==> src/cia_pkg.sv <==
// Shared types and constants for the check-in interval averager.
package cia_pkg;

	localparam int DATA_W     = 16;
	localparam int ATTEMPT_W  = 8;
	localparam int PROD_W     = DATA_W + ATTEMPT_W;
	localparam int DIVISOR_W  = 8;
	localparam int CFG_ADDR_W = 2;

	localparam int RING_DEPTH_DEF = 8;

	localparam logic [DATA_W-1:0]    BASE_RST      = 16'd40;
	localparam logic [DATA_W-1:0]    AT_LIMIT_RST  = 16'd600;
	localparam logic [ATTEMPT_W-1:0] LIMIT_RST     = 8'd6;
	localparam logic [DATA_W-1:0]    MIN_RST       = 16'd0;

	typedef enum logic [CFG_ADDR_W-1:0] {
		REG_BASE     = 2'd0,
		REG_AT_LIMIT = 2'd1,
		REG_LIMIT    = 2'd2,
		REG_MINIMUM  = 2'd3
	} cfg_reg_t;

	typedef enum logic {
		OP_ADD  = 1'b0,
		OP_FILL = 1'b1
	} op_t;

	typedef enum logic [2:0] {
		ST_IDLE,
		ST_LOAD,
		ST_MAP,
		ST_FILL,
		ST_OUT
	} state_t;

endpackage

==> src/cia_ring.sv <==
// Interval ring storage: one write port, one registered read port, per-entry valid bits.
module cia_ring
	import cia_pkg::*;
#(
	parameter int DEPTH = RING_DEPTH_DEF,
	parameter int AW    = (DEPTH > 1) ? $clog2(DEPTH) : 1
) (
	input  logic              clk,
	input  logic              arst_n,
	input  logic              wr_en,
	input  logic [AW-1:0]     wr_addr,
	input  logic [DATA_W-1:0] wr_data,
	input  logic              rd_en,
	input  logic [AW-1:0]     rd_addr,
	output logic [DATA_W-1:0] rd_data
);

	logic [DATA_W-1:0] mem [DEPTH];
	logic [DEPTH-1:0]  valid_q;
	logic [DATA_W-1:0] rd_data_q;
	logic              rd_valid_q;

	always_ff @(posedge clk) begin
		if (wr_en) begin
			mem[wr_addr] <= wr_data;
		end
		if (rd_en) begin
			rd_data_q <= mem[rd_addr];
		end
	end

	// An entry never written reads as zero.
	always_ff @(posedge clk or negedge arst_n) begin
		if (!arst_n) begin
			valid_q    <= '0;
			rd_valid_q <= 1'b0;
		end else begin
			if (wr_en) begin
				valid_q[wr_addr] <= 1'b1;
			end
			if (rd_en) begin
				rd_valid_q <= valid_q[rd_addr];
			end
		end
	end

	assign rd_data = rd_valid_q ? rd_data_q : '0;

endmodule

==> src/cia_div.sv <==
// Restoring radix-2 divider, one quotient bit per cycle.
module cia_div
	import cia_pkg::*;
#(
	parameter int DW = PROD_W,
	parameter int VW = DIVISOR_W
) (
	input  logic          clk,
	input  logic          arst_n,
	input  logic          start,
	input  logic [DW-1:0] dividend,
	input  logic [VW-1:0] divisor,
	output logic          busy,
	output logic          done,
	output logic [DW-1:0] quotient
);

	localparam int CW = $clog2(DW + 1);

	logic [DW-1:0] q_q;
	logic [VW-1:0] r_q;
	logic [VW-1:0] div_q;
	logic [CW-1:0] cnt_q;
	logic          busy_q;
	logic          done_q;
	logic [VW:0]   trial;
	logic          ge;
	logic [VW:0]   diff;

	assign trial = {r_q, q_q[DW-1]};
	assign ge    = trial >= {1'b0, div_q};
	assign diff  = trial - {1'b0, div_q};

	always_ff @(posedge clk) begin
		if (start) begin
			q_q   <= dividend;
			r_q   <= '0;
			div_q <= divisor;
		end else if (busy_q) begin
			q_q <= {q_q[DW-2:0], ge};
			r_q <= ge ? diff[VW-1:0] : trial[VW-1:0];
		end
	end

	always_ff @(posedge clk or negedge arst_n) begin
		if (!arst_n) begin
			busy_q <= 1'b0;
			done_q <= 1'b0;
			cnt_q  <= '0;
		end else begin
			done_q <= 1'b0;
			if (start) begin
				busy_q <= 1'b1;
				cnt_q  <= '0;
			end else if (busy_q) begin
				cnt_q <= cnt_q + 1'b1;
				if (cnt_q == CW'(DW - 1)) begin
					busy_q <= 1'b0;
					done_q <= 1'b1;
				end
			end
		end
	end

	assign busy     = busy_q;
	assign done     = done_q;
	assign quotient = q_q;

	a_no_restart: assert property (@(posedge clk) disable iff (!arst_n)
		start |-> !busy_q) else $error("divider restarted while busy");

	a_rem_below_divisor: assert property (@(posedge clk) disable iff (!arst_n)
		busy_q |-> (r_q < div_q)) else $error("partial remainder not below divisor");

endmodule

==> src/checkin_interval_averager.sv <==
// Check-in interval averager: a ring of recent check-in intervals and the sleep time derived
// from them. An add beat maps its attempt count onto an interval, stores it at the write
// slot and advances the slot; a fill beat writes its value into every entry. Each beat
// returns one result, the floor mean of the ring raised to minimum_interval. One item is
// in work at a time. The division by attempt_limit runs on a bit-serial divider of 24
// bits, one quotient bit per cycle; the mean divides the running sum by RING_DEPTH through
// a multiply by a constant reciprocal. An add starts the divider, waits for its quotient,
// writes the mapped interval at the write slot and then loads its result; a fill writes
// its value into each entry of the ring memory in turn and then loads its result. A
// finished result waits in the output register while the next item is accepted; that
// item then holds in its last state for as long as the output register stays full.
// Configuration writes are always taken.
module checkin_interval_averager
	import cia_pkg::*;
#(
	parameter int RING_DEPTH = RING_DEPTH_DEF
) (
	input  logic                  clk,
	input  logic                  arst_n,
	// configuration write channel
	input  logic                  cfg_valid,
	output logic                  cfg_ready,
	input  logic [CFG_ADDR_W-1:0] cfg_addr,
	input  logic [DATA_W-1:0]     cfg_data,
	// input stream
	input  logic                  s_axis_tvalid,
	output logic                  s_axis_tready,
	input  logic [23:0]           s_axis_tdata,  // [7:0] attempt_count, [23:8] fill_value
	input  logic                  s_axis_tuser,  // [0] operation
	// result stream
	output logic                  m_axis_tvalid,
	input  logic                  m_axis_tready,
	output logic [DATA_W-1:0]     m_axis_tdata   // [15:0] next_interval
);

	localparam int AW    = (RING_DEPTH > 1) ? $clog2(RING_DEPTH) : 1;
	localparam int SUM_W = DATA_W + $clog2(RING_DEPTH);

	// floor(sum / RING_DEPTH) == (sum * RECIP_MUL) >> RECIP_SHIFT for every sum below 2**SUM_W
	localparam int     RECIP_SHIFT = SUM_W + $clog2(RING_DEPTH);
	localparam longint RECIP_MUL   = ((longint'(1) << RECIP_SHIFT) + longint'(RING_DEPTH) - 1)
	                                 / longint'(RING_DEPTH);
	localparam int     MEAN_PROD_W = 2 * SUM_W + 1;

	state_t state_q, state_d;

	logic [DATA_W-1:0]    base_q, at_limit_q, min_q;
	logic [ATTEMPT_W-1:0] limit_q;

	logic [DATA_W-1:0] fill_q;
	logic [PROD_W-1:0] prod_q;
	logic [SUM_W-1:0]  sum_q;
	logic [AW-1:0]     slot_q;
	logic [AW-1:0]     fill_idx_q;
	logic              out_valid_q;
	logic [DATA_W-1:0] out_data_q;

	logic              in_fire;
	logic [DATA_W-1:0] diff;
	logic [DATA_W:0]   mapped_sum;
	logic [DATA_W-1:0] mapped;
	logic [MEAN_PROD_W-1:0] mean_prod;
	logic [DATA_W-1:0] mean_raw;
	logic [DATA_W-1:0] mean;
	logic              fill_last;
	logic              out_load;

	logic              div_start;
	logic [PROD_W-1:0] div_dividend;
	logic [DIVISOR_W-1:0] div_divisor;
	logic              div_busy, div_done;
	logic [PROD_W-1:0] div_quot;

	logic              ring_we, ring_re;
	logic [AW-1:0]     ring_waddr;
	logic [DATA_W-1:0] ring_wdata, ring_rdata;

	// configuration registers
	assign cfg_ready = 1'b1;

	always_ff @(posedge clk or negedge arst_n) begin
		if (!arst_n) begin
			base_q     <= BASE_RST;
			at_limit_q <= AT_LIMIT_RST;
			limit_q    <= LIMIT_RST;
			min_q      <= MIN_RST;
		end else if (cfg_valid) begin
			unique case (cfg_reg_t'(cfg_addr))
				REG_BASE:     base_q     <= cfg_data;
				REG_AT_LIMIT: at_limit_q <= cfg_data;
				REG_LIMIT:    limit_q    <= cfg_data[ATTEMPT_W-1:0];
				REG_MINIMUM:  min_q      <= cfg_data;
			endcase
		end
	end

	assign in_fire = s_axis_tvalid && s_axis_tready;
	assign diff    = (at_limit_q > base_q) ? (at_limit_q - base_q) : '0;

	// Saturate base plus scaled difference at the data width.
	assign mapped_sum = {1'b0, base_q} + {1'b0, div_quot[DATA_W-1:0]};
	assign mapped     = ((|div_quot[PROD_W-1:DATA_W]) || mapped_sum[DATA_W]) ?
	                    '1 : mapped_sum[DATA_W-1:0];
	assign mean_prod  = MEAN_PROD_W'(sum_q) * MEAN_PROD_W'(RECIP_MUL);
	assign mean_raw   = mean_prod[RECIP_SHIFT +: DATA_W];
	assign mean       = (mean_raw < min_q) ? min_q : mean_raw;
	assign fill_last  = fill_idx_q == AW'(RING_DEPTH - 1);

	// next state
	always_comb begin
		state_d = state_q;
		unique case (state_q)
			ST_IDLE: begin
				if (in_fire) begin
					state_d = (op_t'(s_axis_tuser) == OP_FILL) ? ST_FILL : ST_LOAD;
				end
			end
			ST_LOAD:    state_d = ST_MAP;
			ST_MAP:     if (div_done) state_d = ST_OUT;
			ST_FILL:    if (fill_last) state_d = ST_OUT;
			ST_OUT:     if (!out_valid_q || m_axis_tready) state_d = ST_IDLE;
			default:    state_d = ST_IDLE;
		endcase
	end

	// control outputs
	always_comb begin
		s_axis_tready = 1'b0;
		div_start     = 1'b0;
		div_dividend  = prod_q;
		div_divisor   = (limit_q == '0) ? DIVISOR_W'(1) : DIVISOR_W'(limit_q);
		ring_re       = 1'b0;
		ring_we       = 1'b0;
		ring_waddr    = slot_q;
		ring_wdata    = mapped;
		out_load      = 1'b0;
		unique case (state_q)
			ST_IDLE: begin
				s_axis_tready = 1'b1;
				ring_re       = in_fire && (op_t'(s_axis_tuser) == OP_ADD);
			end
			ST_LOAD: begin
				div_start = 1'b1;
			end
			ST_MAP: begin
				ring_we = div_done;
			end
			ST_FILL: begin
				ring_we    = 1'b1;
				ring_waddr = fill_idx_q;
				ring_wdata = fill_q;
			end
			ST_OUT: begin
				out_load = !out_valid_q || m_axis_tready;
			end
			default: begin
			end
		endcase
	end

	always_ff @(posedge clk) begin
		if (in_fire) begin
			fill_q <= s_axis_tdata[23:8];
			prod_q <= PROD_W'(diff) * PROD_W'(s_axis_tdata[7:0]);
		end
		if (out_load) begin
			out_data_q <= mean;
		end
	end

	always_ff @(posedge clk or negedge arst_n) begin
		if (!arst_n) begin
			state_q     <= ST_IDLE;
			sum_q       <= '0;
			slot_q      <= '0;
			fill_idx_q  <= '0;
			out_valid_q <= 1'b0;
		end else begin
			state_q <= state_d;
			if (in_fire && (op_t'(s_axis_tuser) == OP_FILL)) begin
				sum_q      <= '0;
				fill_idx_q <= '0;
			end
			if (state_q == ST_FILL) begin
				sum_q      <= sum_q + SUM_W'(fill_q);
				fill_idx_q <= fill_idx_q + 1'b1;
			end
			// Replace the old entry in the running sum and advance the slot.
			if (state_q == ST_MAP && div_done) begin
				sum_q  <= sum_q - SUM_W'(ring_rdata) + SUM_W'(mapped);
				slot_q <= (slot_q == AW'(RING_DEPTH - 1)) ? '0 : slot_q + 1'b1;
			end
			if (out_load) begin
				out_valid_q <= 1'b1;
			end else if (m_axis_tready) begin
				out_valid_q <= 1'b0;
			end
		end
	end

	assign m_axis_tvalid = out_valid_q;
	assign m_axis_tdata  = out_data_q;

	cia_div #(
		.DW(PROD_W),
		.VW(DIVISOR_W)
	) u_div (
		.clk      (clk),
		.arst_n   (arst_n),
		.start    (div_start),
		.dividend (div_dividend),
		.divisor  (div_divisor),
		.busy     (div_busy),
		.done     (div_done),
		.quotient (div_quot)
	);

	cia_ring #(
		.DEPTH(RING_DEPTH),
		.AW   (AW)
	) u_ring (
		.clk     (clk),
		.arst_n  (arst_n),
		.wr_en   (ring_we),
		.wr_addr (ring_waddr),
		.wr_data (ring_wdata),
		.rd_en   (ring_re),
		.rd_addr (slot_q),
		.rd_data (ring_rdata)
	);

	a_slot_range: assert property (@(posedge clk) disable iff (!arst_n)
		slot_q <= AW'(RING_DEPTH - 1)) else $error("write slot beyond ring depth");

	a_one_in_work: assert property (@(posedge clk) disable iff (!arst_n)
		in_fire |=> !s_axis_tready) else $error("second beat accepted while one in work");

	a_div_idle_at_out: assert property (@(posedge clk) disable iff (!arst_n)
		(state_q == ST_OUT) |-> !div_busy) else $error("divider busy when result is loaded");

endmodule
==> config.mk <==
export PLATFORM = sky130hd
export DESIGN_NAME = checkin_interval_averager
export DESIGN_NICKNAME = d
export VERILOG_FILES = /design/src/cia_pkg.sv /design/src/cia_ring.sv /design/src/cia_div.sv /design/src/checkin_interval_averager.sv
export SDC_FILE = /design/constraint.sdc
export NUM_CORES = 1
export LEC_CHECK = 0
export BUFFER_PORTS_ARGS = -buffer_cell sky130_fd_sc_hd__buf_2
export CAP_MARGIN = 20
export CORE_ASPECT_RATIO = 1.75
export CORE_UTILIZATION = 50
export DETAILED_ROUTE_END_ITERATION = 10
export GPL_ROUTABILITY_DRIVEN = 0
export PLACE_DENSITY = 0.73
export SYNTH_ARGS = -nofsm -noshare
export SYNTH_HDL_FRONTEND = slang
export SYNTH_HIERARCHICAL = 1
export SYNTH_SLANG_ARGS = --single-unit
==> constraint.sdc <==
create_clock -name clk -period 16.5 [get_ports clk]
set_input_delay 0.825 -clock clk [delete_from_list [all_inputs] [get_ports clk]]
set_output_delay 0.825 -clock clk [all_outputs]
set_load 0.02 [all_outputs]
==> key figures <==
Logic synthesis
  – Ys Warns: 6
  – Avg Inst Size Synth: 11.5 µm²
  – Count leader, synth: edfxtp_1
  – EDFF count, synth: 232
  – Asr flop ratio synth: 0.296
  – Flop and latch count out of synthesis: 341
  – Area contributors post-synth: edfxtp_1 31%, dfrtp_1 11%, fa_1 9.4%
  – Synth area leader: edfxtp_1
  – Top_reg_cell synth: edfxtp_1
  – Synthesized instance count: 1930
  – Syn nets: between 2000 and 2500
  – Share of Yosys cell area claimed by the top area cell type: 0.315
  – Distinct cells, synth: 89
  – Mapped Area: 22100 µm²
  – Register area share after synthesis: 0.437
  – Commonest cells post-synth: 232 x edfxtp_1, 221 x inv_1, 140 x ha_1

Layout
  – Fill cell count: around 3700
  – ANT cells: 0
  – Share of layout cells above drive strength 1: 0.133
  – Layout Nets: about 2300
  – Area Overhead vs Synth: 8.55%
  – Storage cell area: a little under 10000 µm²
  – Area of the multi-input gates: 11300 µm²

Routing
  – Wirelength per Cell: 21.3 µm
  – Drt via density: 5.97
  – Detailed-route via count: 15300
  – DRC violations left: 0
  – Detail Route Antenna Nets: 0
  – DR iter-0 viols: 1002
  – First-pass DRT Iterations: 5
  – Routed WL: 54.6 mm

Global routing
  – First-pass GRT wire length: about 86 mm
  – Vias in the first global route: 16100
  – Initial antenna violation count: 3
  – GR Util All Layers: 0.245
  – Remaining global-route overflow: 0
  – Largest net degree at the start of global routing: 93

Place
  – Number of port buffers: between 60 and 70
  – DP HPWL: 41.5 mm

Critical path
  – Slowest stage cell on the critical path: buf_4
  – Critical Path, Cell by Cell: inv_1 -> ha_1 -> nor2b_1 -> o21a_1 -> o21ai_1 -> a21oi_1 -> a221o_1 -> a21oi_4 -> buf_4 -> nor3_1 -> fa_1 -> fa_1 -> fa_1 -> inv_1 -> fa_1 -> inv_1 -> ha_1 -> a21oi_1 -> nand2_1 -> a221oi_1 -> a31oi_1 -> a22oi_1 -> mux2i_1 -> a211oi_1
  – CP Max Fanout: between 90 and 100
  – Crit end category: register
  – Crit path kind: reg -> reg
  – Data required, critical path: 16810 ps
  – CP Buf/Inv Count: 4
  – Critical Path Max Stage Delay: 760 ps
  – CP Launch Type: register
  – Most Frequent Cell on Critical Path: fa_1
  – Critical path arrival: approximately 8300 ps
  – Top delay family on crit path: adder cells

Timing
  – Period utilisation layout: 0.484
  – Setup_tns: 0 ps
  – Slew margin rel.: 0.240
  – Endpoints failing setup: 0
  – Worst clock skew: around 24 ps
  – Final hold vios: 0
  – Slew @ Worst Pin: approximately 1100 ps
  – Final Max Tran Viols: 0
  – Minimum clock period: between 7000 and 8000 ps
  – Fmax: 0.125 GHz
  – Unrepaired setup endpoints after global routing: no

Die
  – Initial Utilization: 0.509
  – Die footprint: 45100 µm²
  – Die Wd: 161 µm
  – Die Span Y: about 280 µm
  – I/O pins: 67
  – Core Footprint: 43500 µm²
  – # rows: 101

Power
  – Total Power: 5330 µW
  – Peak supply drop: 0.173 mV
  – Leak: 0.0101 µW
  – Pwr/cell area: roughly 220 nW/µm²

CTS
  – Cts repair resizes: 0
  – CTS clk-pin slew, worst paths: 70 ps
  – Hold_buf cts: 0
  – CTS Sinks: 341
  – CTS tree: built
  – TritonCTS buffer count: 30
  – Later-pin clock latency in the skew report: 590 ps
  – CTS root buffer: clkbuf_16
  – Post-CTS setup buffer count: 0
  – H-tree levels: 1
  – Clock Path Buffers: 3

Hold path
  – Hold crit path type: in -> async

Outcome
  – Outcome: completed

Run
  – Max-capacitance violation count: 0
-- worst register-to-register path, stage by stage (launching register included) --
cell      delay, ps
dfrtp_1         370
inv_1            60
ha_1            370
nor2b_1         160
o21a_1          170
o21ai_1         230
a21oi_1         160
a221o_1         380
a21oi_4         560
buf_4           770
nor3_1          240
fa_1            540
fa_1            520
fa_1            540
inv_1            50
fa_1            520
inv_1            40
ha_1            380
a21oi_1         220
nand2_1          80
a221oi_1        570
a31oi_1         200
a22oi_1         270
mux2i_1         220
a211oi_1         60
-- path summary, 6_finish.rpt --
kind                            cells past startpoint         startpoint  slack, ps           endpoint
max in group asynchronous                           2             arst_n      14950         limit_q[0]
worst max register to register                     24          base_q[2]       8520   div_dividend[23]
worst min register to register                      1  u_ring/valid_q[6]        470  u_ring/valid_q[6]
min in group clk                                    1   s_axis_tdata[13]        410          fill_q[5]
worst min-delay path                                1             arst_n        230         state_q[1]
worst max-delay path                               24          base_q[2]       8520   div_dividend[23]
-- where the power goes --
| group | switching, µW | total (µW) | internal (µW) |
|---|---|---|---|
| clock | 327 | 705 | 378 |
| sequential | 133 | 1330 | 1200 |
| combinational | 1950 | 3290 | 1340 |
| total | 2410 | 5330 | 2920 |
-- stage by stage --
step / setup WS (ps) / util / std cells / area [µm²] / hold WS (ps)
2_1_floorplan: 9860 / - / 1930 / 22100 / 439
3_3_place_gp: 8940 / 0.529 / 2510 / 23000 / 450
3_5_place_dp: 8640 / 0.529 / 2510 / 23000 / 456
4_1_cts: 8610 / 0.552 / 2566 / 24000 / 230
5_1_grt: 7950 / 0.552 / 2567 / 24000 / 247
6_report: 8520 / 0.552 / 2567 / 24000 / 232
-- state kept, by name, summed over array words and instances (netlist names), 16 cells and up --
register / count
u_ring/mem: 128
div_dividend: 24
u_div/quotient: 24
sum_q: 19
at_limit_q: 16
base_q: 16
fill_q: 16
m_axis_tdata: 16
min_q: 16
u_ring/rd_data_q: 16
-- per-layer routing --
| layer | track usage | vias to the layer above | wire (µm) |
|---|---|---|---|
| met3 | 0.0235 | 158 | 2240 |
| met2 | 0.471 | 464 | 30000 |
| met4 | 0.127 | 6 | 2640 |
| li1 | - | 7011 | - |
| met1 | 0.262 | 7687 | 19600 |
| met5 | 0 | - | 44 |
-- cells in the final DEF, fill, tap and decap left out, types with 10 or more instances in the layout --
| cell | n |
|---|---|
| buf_2 | 64 |
| xor2_1 | 34 |
| a211o_1 | 10 |
| nand3_1 | 29 |
| o21ai_0 | 59 |
| nor2b_1 | 20 |
| a31oi_1 | 16 |
| clkbuf_16 | 31 |
| a21oi_1 | 84 |
| nor3_1 | 113 |
| xnor2_1 | 38 |
| o21a_1 | 15 |
| and3_1 | 13 |
| buf_4 | 23 |
| nand4_1 | 12 |
| or2_2 | 14 |
| mux4_1 | 31 |
| a211oi_1 | 15 |
| nor2_1 | 108 |
| nand2_1 | 102 |
| mux2_2 | 83 |
| ha_1 | 140 |
| or3_1 | 21 |
| inv_1 | 220 |
| and2_1 | 26 |
| a21o_1 | 48 |
| edfxtp_1 | 232 |
| nand2b_1 | 17 |
| dfrtp_1 | 92 |
| mux2i_1 | 26 |
| fa_1 | 104 |
-- cell type report --
cell class                 instances  area share
clock buffer                      39      0.0348
clock inverter                    17     0.00625
inverter                         221      0.0346
multi-input combinational       1295       0.471
sequential                       341       0.403
tap                              566      0.0295
timing repair buffer              88      0.0214
-- kinds of logic after synthesis --
kind of cell    after synthesis  share of synthesized area
flops                       341                      0.437
xor+xnor                     72                     0.0285
compound gates              334                      0.103
simple gates                502                      0.112
fa+ha+maj                   244                      0.173
other cells                   1                   0.000170
mux                         142                     0.0929
buf+inv                     294                     0.0533
Note: power is estimated with default switching activity, not from simulation.
